==> src/hw/rtl/ts_packet_sync_and_parse_defines.svh <==
// assertion macros for the transport stream sync and parse block
`ifndef TS_PACKET_SYNC_AND_PARSE_DEFINES_SVH
`define TS_PACKET_SYNC_AND_PARSE_DEFINES_SVH

// invariant checked on every rising clock edge out of reset
`define TSPS_ASSERT(label, cond) \
	label: assert property (@(posedge clk) disable iff (!arst_n) (cond)) \
		else $error("tsps invariant violated");

// same-cycle implication
`define TSPS_ASSERT_IMP(label, ante, cons) \
	label: assert property (@(posedge clk) disable iff (!arst_n) (ante) |-> (cons)) \
		else $error("tsps implication violated");

// next-cycle implication
`define TSPS_ASSERT_NXT(label, ante, cons) \
	label: assert property (@(posedge clk) disable iff (!arst_n) (ante) |=> (cons)) \
		else $error("tsps sequence violated");

`endif

==> src/hw/rtl/tsps_pkg.sv <==
// shared constants and types of the transport stream sync and parse block
`default_nettype none
package tsps_pkg;
	localparam int PACKET_BYTES = 188;
	localparam int HEADER_BYTES = 4;
	localparam int IV_W = 9;
	localparam int CFG_AW = 3;
	localparam logic [7:0] SYNC_MARK = 8'h47;
	localparam logic [IV_W-1:0] MIN_INTERVAL = 9'd188;

	typedef struct packed {
		logic [7:0]  payload_byte;
		logic [12:0] packet_id;
		logic        transport_error;
		logic        unit_start;
		logic        priority_bit;
		logic [1:0]  scrambling;
		logic [1:0]  adaptation_control;
		logic [3:0]  continuity;
		logic [7:0]  payload_length;
		logic        first_in_packet;
		logic        last_in_packet;
		logic        resynced;
	} result_t;
endpackage
`default_nettype wire

==> src/hw/rtl/tsps_out.sv <==
// output holding register for result transactions
`default_nettype none
module tsps_out (
	input  wire logic              clk,
	input  wire logic              arst_n,
	input  wire logic              load,
	input  wire tsps_pkg::result_t res,
	input  wire logic              stall,
	output logic                   valid,
	output tsps_pkg::result_t      res_q,
	output logic                   free
);
	import tsps_pkg::*;

	logic valid_q;

	assign valid = valid_q;
	assign free  = !valid_q || !stall;

	always_ff @(posedge clk or negedge arst_n) begin
		if (!arst_n) begin
			valid_q <= 1'b0;
		end else if (load) begin
			valid_q <= 1'b1;
		end else if (!stall) begin
			valid_q <= 1'b0;
		end
	end

	always_ff @(posedge clk) begin
		if (load) begin
			res_q <= res;
		end
	end
endmodule
`default_nettype wire

==> config.mk <==
export PLATFORM = sky130hd
export DESIGN_NAME = tsps_out
export DESIGN_NICKNAME = d
export VERILOG_FILES = /design/src/hw/rtl/ts_packet_sync_and_parse_defines.svh /design/src/hw/rtl/tsps_pkg.sv /design/src/hw/rtl/tsps_out.sv
export SDC_FILE = /design/constraint.sdc
export NUM_CORES = 1
export LEC_CHECK = 0
export ABC_CLOCK_PERIOD_IN_PS = 1080
export BUFFER_PORTS_ARGS = -buffer_cell sky130_fd_sc_hd__buf_2
export CAP_MARGIN = 20
export CORE_UTILIZATION = 40
export DETAILED_ROUTE_END_ITERATION = 7
export PLACE_DENSITY = 0.78
export SLEW_MARGIN = 0
export SYNTH_ARGS = -nofsm -noshare
export SYNTH_HDL_FRONTEND = slang
export SYNTH_SLANG_ARGS = --single-unit
==> constraint.sdc <==
create_clock -name clk -period 1.08 [get_ports clk]
set_clock_uncertainty 0.2 [all_clocks]
set_input_delay 0.27 -clock clk [delete_from_list [all_inputs] [get_ports clk]]
set_output_delay 0.27 -clock clk [all_outputs]
set_load 0.1 [all_outputs]
==> results of run 1 <==
-- through the flow --
step                cell area, um^2  utilization, %
detailed placement             2574           82.94
global placement               2574           82.94
floorplan                      1348               -
-- kinds of logic after synthesis --
family / after synthesis / synth area share (%)
compound gates: 1 / 0.5657
flops: 44 / 99.15
simple gates: 1 / 0.2825
==> impl_metrics.tcl, run 1 <==
set metrics [dict create \
    cts_max_level 2 \
    synth_seq_cells 44 \
    status "stopped before the end" \
    yosysUniqueCellTypes 4 \
    initial_core_util_pct 42.78 \
    synth_cells 46 \
    dp_hpwl_mm 2.914 \
    synth_area_leaders "edfxtp_1 (97%), dfrtp_1 (1.9%), a21o_1 (0.57%)" \
    port_buffers 91 \
    yosysWarnings 0 \
    syn_area_per_cell_um2 28.86 \
    placementRows 20 \
    cts_hold_buf 45 \
    clock_sinks 44 \
    synth_fp_nets 93 \
    synth_edf_count 43 \
    synth.largest_area_cell "edfxtp_1" \
    netlist_area_um2 1328 \
    cts_setup_buffers 1 \
    gp_congestion 0.6823 \
    error_line "[ERROR DPL-0038] Utilization greater than 100%, impossible to legalize" \
    synthTopCellsByCount "edfxtp_1 (43), a21o_1 (1), dfrtp_1 (1), nand2_1 (1)" \
    yosysMostFrequentCell "edfxtp_1" \
    ys_async_sr_fraction_pct 2.273 \
    die_w_um 59.61 \
    synth_flop_cell "edfxtp_1" \
    die_y_um 59.61 \
    synth_top_area_share_pct 97.27 \
    cts_root_buffer "clkbuf_4" \
    dp_cells 183 \
    ios 92 \
    cts_buffer_depth 2 \
    numCtsBuffers 5 \
    stop_stage "clock tree synthesis (4_1_cts)" \
    ys_seq_area_share_pct 99.15 \
    cts_resized 0 \
    dp_worst_setup_slack_ns -0.1376 \
]
==> run 2, diff against run 1 <==
CORE_AREA = 2 2 63 65   (was unset)
CORE_UTILIZATION = unset   (was 40)
DIE_AREA = 0 0 65 67   (was unset)
PLACE_DENSITY = unset   (was 0.78)
PLACE_DENSITY_LB_ADDON = 0.15   (was unset)
==> run 2 against run 1 <==
  * The flow now finishes, with violations (negative setup slack)
  * Synthesized area is the same
  * Synthesized cell count is the same
==> impl_metrics.tcl, run 2 <==
set metrics [dict create \
    status "complete, but fails checks" \
    violations "negative setup slack" \
    synth_area_leaders "edfxtp_1 (97%), dfrtp_1 (1.9%), a21o_1 (0.57%)" \
    final_cells 238 \
    core_um2 3606 \
    die-area_um2 4355 \
    swShare_pct 34.82 \
    final_area_um2 3127 \
    cts_tree "yes" \
    worst-path-buf-inv 1 \
    layout_min_cycle_time_ns 1.536 \
    crit_family "flip-flops" \
    numCtsBuffers 5 \
    synth.largest_area_cell "edfxtp_1" \
    wl_per_cell_um 16.51 \
    viasPerCell 4.374 \
    timing.final.ws_setup_ns -0.4564 \
    grt_pass1_vias 1144 \
    antenna_found_initial 0 \
    yosysWarnings 0 \
    top_register "res_q" \
    drive_gt1_share_pct 53.16 \
    dp_cells 187 \
    grt_max_degree 28 \
    start_kind "register" \
    synth_cells 46 \
    cts_max_level 2 \
    grt_pass1_wl_mm 5.989 \
    drt.antenna.violating_nets 0 \
    cts_buffer_depth 2 \
    tns_ns -13.66 \
    fin_nets 236 \
    vdd_drop_max_v 0.001191 \
    yosysMostFrequentCell "edfxtp_1" \
    worst-path-max-fanout 3 \
    power.switching_mw 1.757 \
    setup_viol_count_final 59 \
    path_clk_slew_ns 0.08 \
    placementRows 22 \
    worst_slew_pin_slew_ns 0.1583 \
    final_max_slew_viol_count 0 \
    p_seq_share_pct 42.6 \
    synth_seq_cells 44 \
    place_area_um2 2579 \
    max_stage_delay_ns 0.53 \
    pwr-share-clk_pct 21.9 \
    intPower_mw 3.289 \
    ys_seq_area_share_pct 99.15 \
    post-route-util_pct 86.71 \
    cts_setup_buffers 0 \
    yosysUniqueCellTypes 4 \
    drtIter0Drc 33 \
    ios 92 \
    initial_core_util_pct 36.81 \
    cts_root_buffer "clkbuf_8" \
    leakage_nw 1.341 \
    p_comb_share_pct 35.6 \
    layout_common_cells "buf_12 (47), buf_2 (45), edfxtp_1 (43)" \
    synth_top_area_share_pct 97.27 \
    clk_latency_ns 0.29 \
    rsz0062_at_grt "true" \
    die_y_um 67 \
    netlist_area_um2 1328 \
    max_freq_mhz 650.9 \
    powerDensity_nw_per_um2 1614 \
    hold_viol_final 0 \
    crit_chain "nand2_8, buf_12" \
    cp_num_cells 2 \
    holdWs_ns 0.06290 \
    crit_type "register to output pin" \
    ys_async_sr_fraction_pct 2.273 \
    insertedDiodeCount 0 \
    crit_slowest_cell "dfrtp_4" \
    synthTopCellsByCount "edfxtp_1 (43), a21o_1 (1), dfrtp_1 (1), nand2_1 (1)" \
    die_w_um 65 \
    finalWirelength_mm 3.929 \
    period_share_pct 142.3 \
    crit_arrival_ns 1.07 \
    cp-end-kind "output pin" \
    syn_area_per_cell_um2 28.86 \
    max_cap_violations 0 \
    reg2reg_depth 1 \
    largest_reg_flops 43 \
    clock_sinks 44 \
    layout_commonest_cell "buf_12" \
    worstPathRequired_ns 0.61 \
    synth_fp_nets 93 \
    synth_edf_count 43 \
    synth_flop_cell "edfxtp_1" \
    gp_congestion 0.7285 \
    drc_errors 0 \
    max_slew_margin_pct 89.47 \
    drtPass1Iterations 4 \
    grt.overflow.total 0 \
    track_usage_pct 20.14 \
    vias 1041 \
    min-delay-path-class "input port to asynchronous set/reset pin" \
    port_buffers 91 \
    syn_to_final_growth_pct 135.5 \
]
[run 2: cell counts after synthesis]
No cell type changed its count.
[run 2: final cells by class]
type | count | area [um^2]
sequential | 44 | 1320
fill | 148 | 479.2
tap | 48 | 60.06
clock buffer | 8 | 100.1
multi-input combinational | 2 | 27.53
timing repair buffer | 136 | 1619
[run 2: logic make-up (layout without fill, tap and decap cells)]
| kind of cell | after synthesis | in the layout | share of synthesized area [%] |
|---|---|---|---|
| flip-flops | 44 | 44 | 99.15 |
| AO/OA/AOI/OAI | 1 | 1 | 0.5657 |
| AND/OR/NAND/NOR | 1 | 1 | 0.2825 |
| buffers and inverters | 0 | 144 | 0 |
[run 2: repair_timing]
action,in CTS,in global routing
pin swaps,0,0
endpoints found under the hold margin,44,0
resized for setup,0,5
endpoints found under the setup margin,45,51
cloned,0,0
hold buffers,44,0
[run 2: per-stage QoR]
stage          total power [mW]  worst slack, ns
2_1_floorplan             3.093          -0.2940
3_3_place_gp              3.829          -0.1238
3_5_place_dp              3.850          -0.1344
4_1_cts                   5.048          -0.4607
5_1_grt                   5.195          -0.4920
6_report                  5.045          -0.4564
[run 2: final timing paths]
kind / from / endpoint / slack [ns]
setup / recovery: valid / free / -0.46
hold / removal: arst_n / valid / 0.06
setup reg to reg: valid / valid / 0.07
hold reg to reg: valid / valid / 0.44
max in group asynchronous: arst_n / valid / 0.52
min in group clk: stall / valid / 0.08
[run 2: power by group through the flow]
stage	sequential [mW]	combinational (mW)	clock (mW)
finish	2.15	1.79	1.10
global route	2.16	1.83	1.20
CTS	2.15	1.79	1.11
detailed placement	2.19	1.66	0
global placement	2.18	1.65	0
floorplan	3.07	0.0260	0
[run 2: routing by layer]
layer	GRT usage (%)	vias to the layer above	part of all wire (%)
li1	-	470	-
met1	19.77	491	33
met2	37.76	69	56
met3	7.095	11	8.4
met4	9.043	0	2.4
met5	0	-	0
No activity file was read; power rests on OpenSTA's default activity.
