`src/hw/rtl/ts_packet_sync_and_parse_defines.svh`:
```
// assertion macros for the transport stream sync and parse block
`ifndef TS_PACKET_SYNC_AND_PARSE_DEFINES_SVH
`define TS_PACKET_SYNC_AND_PARSE_DEFINES_SVH

// invariant checked on every rising clock edge out of reset
`define TSPS_ASSERT(label, cond) \
	label: assert property (@(posedge clk) disable iff (!arst_n) (cond)) \
		else $error("tsps invariant violated");

// same-cycle implication
`define TSPS_ASSERT_IMP(label, ante, cons) \
	label: assert property (@(posedge clk) disable iff (!arst_n) (ante) |-> (cons)) \
		else $error("tsps implication violated");

// next-cycle implication
`define TSPS_ASSERT_NXT(label, ante, cons) \
	label: assert property (@(posedge clk) disable iff (!arst_n) (ante) |=> (cons)) \
		else $error("tsps sequence violated");

`endif

```
`src/hw/rtl/tsps_pkg.sv`:
```
// shared constants and types of the transport stream sync and parse block
`default_nettype none
package tsps_pkg;
	localparam int PACKET_BYTES = 188;
	localparam int HEADER_BYTES = 4;
	localparam int IV_W = 9;
	localparam int CFG_AW = 3;
	localparam logic [7:0] SYNC_MARK = 8'h47;
	localparam logic [IV_W-1:0] MIN_INTERVAL = 9'd188;

	typedef struct packed {
		logic [7:0]  payload_byte;
		logic [12:0] packet_id;
		logic        transport_error;
		logic        unit_start;
		logic        priority_bit;
		logic [1:0]  scrambling;
		logic [1:0]  adaptation_control;
		logic [3:0]  continuity;
		logic [7:0]  payload_length;
		logic        first_in_packet;
		logic        last_in_packet;
		logic        resynced;
	} result_t;
endpackage
`default_nettype wire

```
`src/hw/rtl/tsps_cfg.sv`:
```
// apb register file holding the packet interval
`default_nettype none
module tsps_cfg (
	input  wire logic                        clk,
	input  wire logic                        arst_n,
	input  wire logic                        psel,
	input  wire logic                        penable,
	input  wire logic                        pwrite,
	input  wire logic [tsps_pkg::CFG_AW-1:0] paddr,
	input  wire logic [31:0]                 pwdata,
	output logic      [31:0]                 prdata,
	output logic                             pready,
	output logic      [tsps_pkg::IV_W-1:0]   iv_live
);
	import tsps_pkg::*;

	localparam logic REG_INTERVAL = 1'b0;

	logic [IV_W-1:0] iv_q;
	logic            word;
	logic            wr;

	assign word   = paddr[CFG_AW-1];
	assign wr     = psel && penable && pwrite;
	assign pready = 1'b1;

	always_ff @(posedge clk or negedge arst_n) begin
		if (!arst_n) begin
			iv_q <= MIN_INTERVAL;
		end else if (wr && word == REG_INTERVAL) begin
			iv_q <= pwdata[IV_W-1:0];
		end
	end

	always_comb begin
		unique case (word)
			REG_INTERVAL: prdata = {{(32-IV_W){1'b0}}, iv_q};
			default:      prdata = '0;
		endcase
	end

	// intervals below the standard packet size act as the standard size
	assign iv_live = (iv_q < MIN_INTERVAL) ? MIN_INTERVAL : iv_q;
endmodule
`default_nettype wire

```
`config.mk`:
```
export PLATFORM = sky130hd
export DESIGN_NAME = tsps_cfg
export DESIGN_NICKNAME = d
export VERILOG_FILES = /design/src/hw/rtl/ts_packet_sync_and_parse_defines.svh /design/src/hw/rtl/tsps_pkg.sv /design/src/hw/rtl/tsps_cfg.sv
export SDC_FILE = /design/constraint.sdc
export NUM_CORES = 1
export LEC_CHECK = 0
export BUFFER_PORTS_ARGS = -buffer_cell sky130_fd_sc_hd__buf_2
export CELL_PAD_IN_SITES_DETAIL_PLACEMENT = 0
export CELL_PAD_IN_SITES_GLOBAL_PLACEMENT = 1
export CORE_ASPECT_RATIO = 0.7
export CORE_MARGIN = 3
export CORE_UTILIZATION = 21
export CTS_CLUSTER_DIAMETER = 80
export DETAILED_ROUTE_END_ITERATION = 16
export GPL_ROUTABILITY_DRIVEN = 0
export PLACE_DENSITY_LB_ADDON = 0.08
export SLEW_MARGIN = 25
export SYNTH_ARGS = -nofsm -noshare
export SYNTH_HDL_FRONTEND = slang
export SYNTH_SLANG_ARGS = --single-unit
export TNS_END_PERCENT = 10
```
`constraint.sdc`:
```
create_clock -name clk -period 1.25 [get_ports clk]
set_input_delay 0.0625 -clock clk [delete_from_list [all_inputs] [get_ports clk]]
set_output_delay 0.0625 -clock clk [all_outputs]
set_load 0.005 [all_outputs]
```
==> qor.txt, run 1 <==
outcome: finished with violations
violated checks: negative setup slack
Final Util: 32.13%
Seq/Total Area, Yosys: 33.04%
TNS Setup: -0.1287 ns
critical path arrival: 1.21 ns
Core ar.: 2983 sq um
row cnt: 16
CTS max path bufs: 2
Die Y: 54.33 um
DR WL/cell: 11.10 um
endpoint class of the critical path: primary output
Final Max Slew Viols: 0
Final Net Count: 148
Max VDD drop: 0.0005943 V
DP HPWL: 1.307 mm
Top reg by flops: iv_q
Clk Latency, worst-skew pair: 0.23 ns
Pleak: 0.5078 nW
first-pass GRT wire length: 2.208 mm
initial antenna violation count: 0
Reg2Reg Launch Point: iv_q[6]
worst-path fanout max: 4
Place WS: 0.1208 ns
pwr dens: 1398 nW/um^2
Max-Cap Viols: 0
Overflow after GRT: 0
largest registers: iv_q: 9 flops
FMAX: 0.7835 GHz
Buffers on Ports: 32
hold path startpoint: pwdata[0]
R2R Path End: iv_q[6]
htree depth: 1
worst r2r path cells: 2
Yosys reg bits: 9
total power: 1.340 mW
startpoint types: register
all-layer global routing usage: 7.405%
reg-to-reg setup timing slack: 0.31 ns
largest net degree at the start of global routing: 11
vias in the first global route: 432
Clk pin slew, worst setup/hold paths: 0.05 ns
Iteration-0 DRC Markers: 16
antenna cell count: 0
Final period util: 102.1%
die width: 75.04 um
fraction of final layout cells sized beyond drive strength 1: 68.22%
CTS Buf Count: 3
clock root buffer: clkbuf_8
total die area: 4077 sq um
hold_ws: 0.06155 ns
final-layout fill cell count: 305
detailed-route DRC error count: 0
Top Ports: 82
CTS tree: yes
data required time at the worst endpoint: 1.19 ns
clk sink count: 9
Final WS setup: -0.02627 ns
via/cell ratio: 3.615
min-delay worst type: in -> reg
Syn-to-layout area delta: 36.79%
RSZ-0062 raised after global routing: true
DRT antenna net count: 0
hold path endpoint: iv_q[0]
endpoints failing setup: 6
Pre-antenna DRT Iters: 3
Final Skew: 0 ns
Synth cell types: 15
Final Hold Viols: 0
worst hold path stage count: 2
Syn. warnings: 0
cell count after synthesis: 68
Crit Path Category: reg -> out
Syn Area/Cell: 10.30 sq um
DRT Wirelength: 1.588 mm
Post-Syn Area: 700.7 sq um
initial core utilization: 23.49%
fin crit period: 1.276 ns
via count: 517
max reg flops: 9
-- routing by layer --
metal / wire length (um) / track usage [%]
met4: 0 / 2.663
met2: 761 / 10.69
met1: 697 / 10.23
met3: 129 / 2.385
met5: 0 / 0
-- area by class of cell --
class | count | area [sq um] | area share, %
Clock buffer | 4 | 45.04 | 4.700
Timing Repair Buffer | 38 | 236.5 | 24.67
Multi-Input combinational cell | 56 | 399.1 | 41.64
Tap cell | 36 | 45.04 | 4.700
Sequential cell | 9 | 232.7 | 24.28
-- how the worst max path moves through the flow --
stage                        from          to  slack [ns]  depth (start not counted)
after floorplan           iv_q[7]  iv_live[2]        0.29                          2
final                     iv_q[7]  iv_live[4]       -0.03                          3
after global placement    iv_q[7]  iv_live[4]        0.13                          3
after detailed placement  iv_q[7]  iv_live[4]        0.12                          3
after CTS                 iv_q[7]  iv_live[4]       -0.05                          3
after global routing      iv_q[3]  iv_live[1]       -0.09                          3
-- power breakdown --
| group | total [mW] | leakage (nW) | internal [mW] | switching (mW) |
|---|---|---|---|---|
| clock | 0.334 | 0.0228 | 0.222 | 0.112 |
| combinational | 0.541 | 0.386 | 0.338 | 0.204 |
| sequential | 0.465 | 0.0994 | 0.386 | 0.0787 |
| total | 1.34 | 0.508 | 0.946 | 0.394 |
-- cell usage after synthesis --
cell | n | area (sq um)
buf_4 | 24 | 180.2
and2b_2 | 9 | 78.83
mux2_2 | 9 | 101.4
dfstp_2 | 5 | 131.4
dfrtp_1 | 4 | 100.1
or2_2 | 4 | 25.02
a21oi_1 | 3 | 15.01
conb_1 | 2 | 7.510
o21ai_0 | 2 | 10.01
clkbuf_1 | 1 | 3.750
nand2b_1 | 1 | 6.260
nand4_1 | 1 | 6.260
nand4b_4 | 1 | 23.77
nor2_1 | 1 | 3.750
o21a_1 | 1 | 7.510
-- placed cells by master, fill, tap and decap left out, drive strengths merged, types with 2 or more instances in the layout --
master / n
mux2: 9
and2b: 9
clkbuf: 4
dfrtp: 4
conb: 24
o21ai: 2
dfstp: 5
buf: 37
a21oi: 3
or2: 4
-- worst max-delay path, cell delays in order (launching register included) --
cell,delay [ns]
dfstp_2,0.57
a21oi_4,0.08
or2_4,0.23
buf_6,0.11
-- timing repair --
item                       CTS  global route
cloned                       0             0
hold endpoints to repair     9             0
gates resized for setup     15             2
pin swaps                    3             4
hold buffers                 1             0
setup buffers                1             1
setup endpoints to repair    6             6
-- logic make-up (layout without fill, tap and decap cells) --
kind of cell	count (synthesis)	after routing	share of synthesized area [%]
AO/OA/AOI/OAI	6	6	4.643
buffers and inverters	25	42	26.25
flip-flops	9	9	33.04
multiplexers	9	9	14.46
other	2	24	1.072
AND/OR/NAND/NOR	17	17	20.54
-- per-stage QoR --
stage / cells / instance area [sq um]
2_1_floorplan: 90 / 783.3
3_3_place_gp: 136 / 827.0
3_5_place_dp: 136 / 827.0
4_1_cts: 142 / 944.7
5_1_grt: 143 / 958.4
6_report: 143 / 958.4
(Power assumes the default switching activity.)
==> run 2: changes to the inputs <==
--- a/config.mk
+++ b/config.mk
@@ -5,12 +5,13 @@
 export SDC_FILE = /design/constraint.sdc
 export NUM_CORES = 1
 export LEC_CHECK = 0
+export ABC_AREA = 1
 export BUFFER_PORTS_ARGS = -buffer_cell sky130_fd_sc_hd__buf_2
 export CELL_PAD_IN_SITES_DETAIL_PLACEMENT = 0
 export CELL_PAD_IN_SITES_GLOBAL_PLACEMENT = 1
 export CORE_ASPECT_RATIO = 0.7
 export CORE_MARGIN = 3
-export CORE_UTILIZATION = 21
+export CORE_UTILIZATION = 20
 export CTS_CLUSTER_DIAMETER = 80
 export DETAILED_ROUTE_END_ITERATION = 16
 export GPL_ROUTABILITY_DRIVEN = 0
==> constraint.sdc (replaced) <==
create_clock -name clk -period 1.4 [get_ports clk]
set_input_delay 0.07 -clock clk [delete_from_list [all_inputs] [get_ports clk]]
set_output_delay 0.07 -clock clk [all_outputs]
set_load 0.005 [all_outputs]
==> qor.txt, run 2 <==
outcome: completed
DR WL/cell: 9.994 um (-10%)
count leader, synth: buf_4
min-delay worst type: in -> reg
Crit Path Category: reg -> out
Commonest cells post-synth: buf_4 (24), nand2_1 (18), nor2_1 (11)
Cell Int Power: 698.9 uW (-26%)
area leader, netlist: buf_4
fraction of final layout cells sized beyond drive strength 1: 43.20% (-25 points)
Clk pin slew, worst setup/hold paths: 0.04 ns (about the same)
TNS Setup: 0 ns (+0.1287 ns)
Slowest-stage cell, CP: dfstp_2
via/cell ratio: 3.291 (-9.0%)
Crit path max-delay family: flip-flops
first-pass GRT wire length: 2.587 mm (+17%)
initial core utilization: 21.62% (-1.9 points)
Synth async-reset ratio: 100.0% (unchanged)
hold path startpoint: pwdata[0]
FMAX: 0.7216 GHz
DRT Wirelength: 1.719 mm (+8.2%)
Psw: 339.6 uW (-14%)
largest net degree at the start of global routing: 19 (+8)
Top Ports: 82 (unchanged)
Core ar.: 3276 sq um (+9.8%)
DRT antenna net count: 0 (unchanged)
critical path depth in cells: 5 (+2)
Seq pwr share: 35.0% (+0.3 points)
total die area: 4302 sq um (+5.5%)
endpoints failing setup: 0 (-6)
Top FF cell, synth: dfstp_2
worst hold path stage count: 2 (unchanged)
CTS max path bufs: 2 (unchanged)
R2R Path End: iv_q[7]
Pre-antenna DRT Iters: 2 (-1)
largest cells by area after synthesis: buf_4 (25%), dfstp_2 (19%), dfrtp_1 (14%), nand2_1 (9.5%), o21a_1 (9.5%)
Iteration-0 DRC Markers: 9 (-7)
die width: 77.12 um (+2.8%)
largest registers: iv_q: 9 flops
reg-to-reg setup timing slack: 0.52 ns (+0.21 ns)
endpoint class of the critical path: primary output
Syn. warnings: 0 (unchanged)
Final Skew: 0 ns (unchanged)
Syn-to-layout area delta: 26.33%
Final Net Count: 166 (+12%)
Max-Cap Viols: 0 (unchanged)
CTS Buf Count: 3 (unchanged)
Yosys reg bits: 9 (unchanged)
fin crit period: 1.386 ns
cell breakdown of the critical path: nand2_1, nor2_1, nand2_2, a21oi_2, buf_2
most common library cell in the layout ignoring fill and taps: buf_2
Final Hold Viols: 0 (unchanged)
slowest cell delay on critical path: 0.53 ns (-0.04 ns)
Seq/Total Area, Yosys: 32.69% (-0.35 points)
Max VDD drop: 0.0004461 V (-25%)
pwr dens: 1161 nW/um^2 (-17%)
Synth top area share: 25.44% (-0.27 points)
CTS tree: yes
Comb pwr share: 36.0% (-4.4 points)
Reg2Reg Launch Point: iv_q[7]
Top reg by flops: iv_q
clock root buffer: clkbuf_8
hold path endpoint: iv_q[0]
most frequent cells in the layout: buf_2 (32), conb_1 (24), nand2_1 (14), nor2_1 (10), o21a_1 (9)
Syn Area/Cell: 7.698 sq um (-25%)
initial antenna violation count: 0 (unchanged)
data required time at the worst endpoint: 1.33 ns (+0.14 ns)
via count: 566 (+9.5%)
antenna cell count: 0 (unchanged)
Final Max Slew Viols: 0 (unchanged)
clock share of power: 29.1% (+4.2 points)
cell count after synthesis: 92 (+35%)
RSZ-0062 raised after global routing: true
critical path arrival: 1.32 ns (+0.11 ns)
EDFF count, synth: 0 (unchanged)
max reg flops: 9 (unchanged)
vias in the first global route: 541 (+25%)
detailed-route DRC error count: 0 (unchanged)
Overflow after GRT: 0 (unchanged)
row cnt: 17 (+1)
Die Y: 55.79 um (+2.7%)
hold_ws: 0.05248 ns (-0.009073 ns)
startpoint types: register
Pleak: 0.4866 nW (-4.2%)
Buf/Inv on CP: 1 (unchanged)
all-layer global routing usage: 7.684% (+0.28 points)
Final period util: 98.98%
Buffers on Ports: 32 (unchanged)
htree depth: 1 (unchanged)
Clk Latency, worst-skew pair: 0.23 ns (about the same)
clk sink count: 9 (unchanged)
switching portion of total power: 32.70% (+3.3 points)
worst r2r path cells: 3 (+1)
Synth cell types: 14 (-1)
total power: 1.038 mW (-23%)
DP HPWL: 1.373 mm (+5.0%)
Final Util: 27.31% (-4.8 points)
worst-path fanout max: 3 (-1)
Post-Syn Area: 708.2 sq um (+1.1%)
[run 2: repair_timing]
action | in CTS | in global routing
resized for setup | 7 | 5
pin swaps | 2 | 1
endpoints found under the hold margin | 9 | 0
buffers inserted | 0 | 1
endpoints found under the setup margin | 4 | 5
hold buffers | 1 | 0
[run 2: final cells by class]
class                   instances  area, sq um
fillers                       389         2381
multi-input cells              68        342.8
flip-flops and latches          9        231.5
repair buffers                 34        177.7
well taps                      47        58.81
clock buffers                   4        45.04
inverters                      10        38.79
[run 2: metrics by stage]
stage / instances / cell area [sq um] / worst slack [ns]
finish: 172 / 894.6 / 0.01426
global route: 172 / 894.6 / -0.03333
CTS: 171 / 875.8 / -0.002480
detailed placement: 166 / 803.3 / 0.2172
global placement: 166 / 803.3 / 0.2232
floorplan: 114 / 790.8 / 0.4642
[run 2: how the worst max path moves through the flow]
stage	startpoint	to	slack [ns]
finish	iv_q[2]	iv_live[1]	0.01
global route	iv_q[3]	iv_live[3]	-0.03
CTS	iv_q[7]	iv_live[5]	-0.002
detailed placement	iv_q[8]	iv_live[5]	0.22
global placement	iv_q[8]	iv_live[4]	0.22
floorplan	iv_q[2]	iv_live[3]	0.46
[run 2: worst reg2reg max path, cell delays in order (launching register included)]
cell	delay, ns
dfstp_2	0.56
inv_1	0.08
nand2_1	0.07
o21a_1	0.12
[run 2: logic make-up after synthesis]
group	share of synthesized area, %
flops	32.69
other cells	1.060
simple gates	19.26
buf+inv	34.63
compound gates	12.37
[run 2: per-layer routing]
layer / up-vias / GRT usage (%) / part of all wire, %
met4: 0 / 0.7614 / 0
met5: - / 0 / 0
met3: 0 / 4.531 / 12
met2: 36 / 10.21 / 39
li1: 295 / - / -
met1: 235 / 10.85 / 49
[run 2: power by group through the flow]
stage / clock (mW) / sequential [mW] / combinational, mW
6_report: 0.302 / 0.363 / 0.374
5_1_grt: 0.329 / 0.371 / 0.423
4_1_cts: 0.315 / 0.362 / 0.361
3_5_place_dp: 0 / 0.359 / 0.341
3_3_place_gp: 0 / 0.359 / 0.340
2_1_floorplan: 0 / 0.351 / 0.251
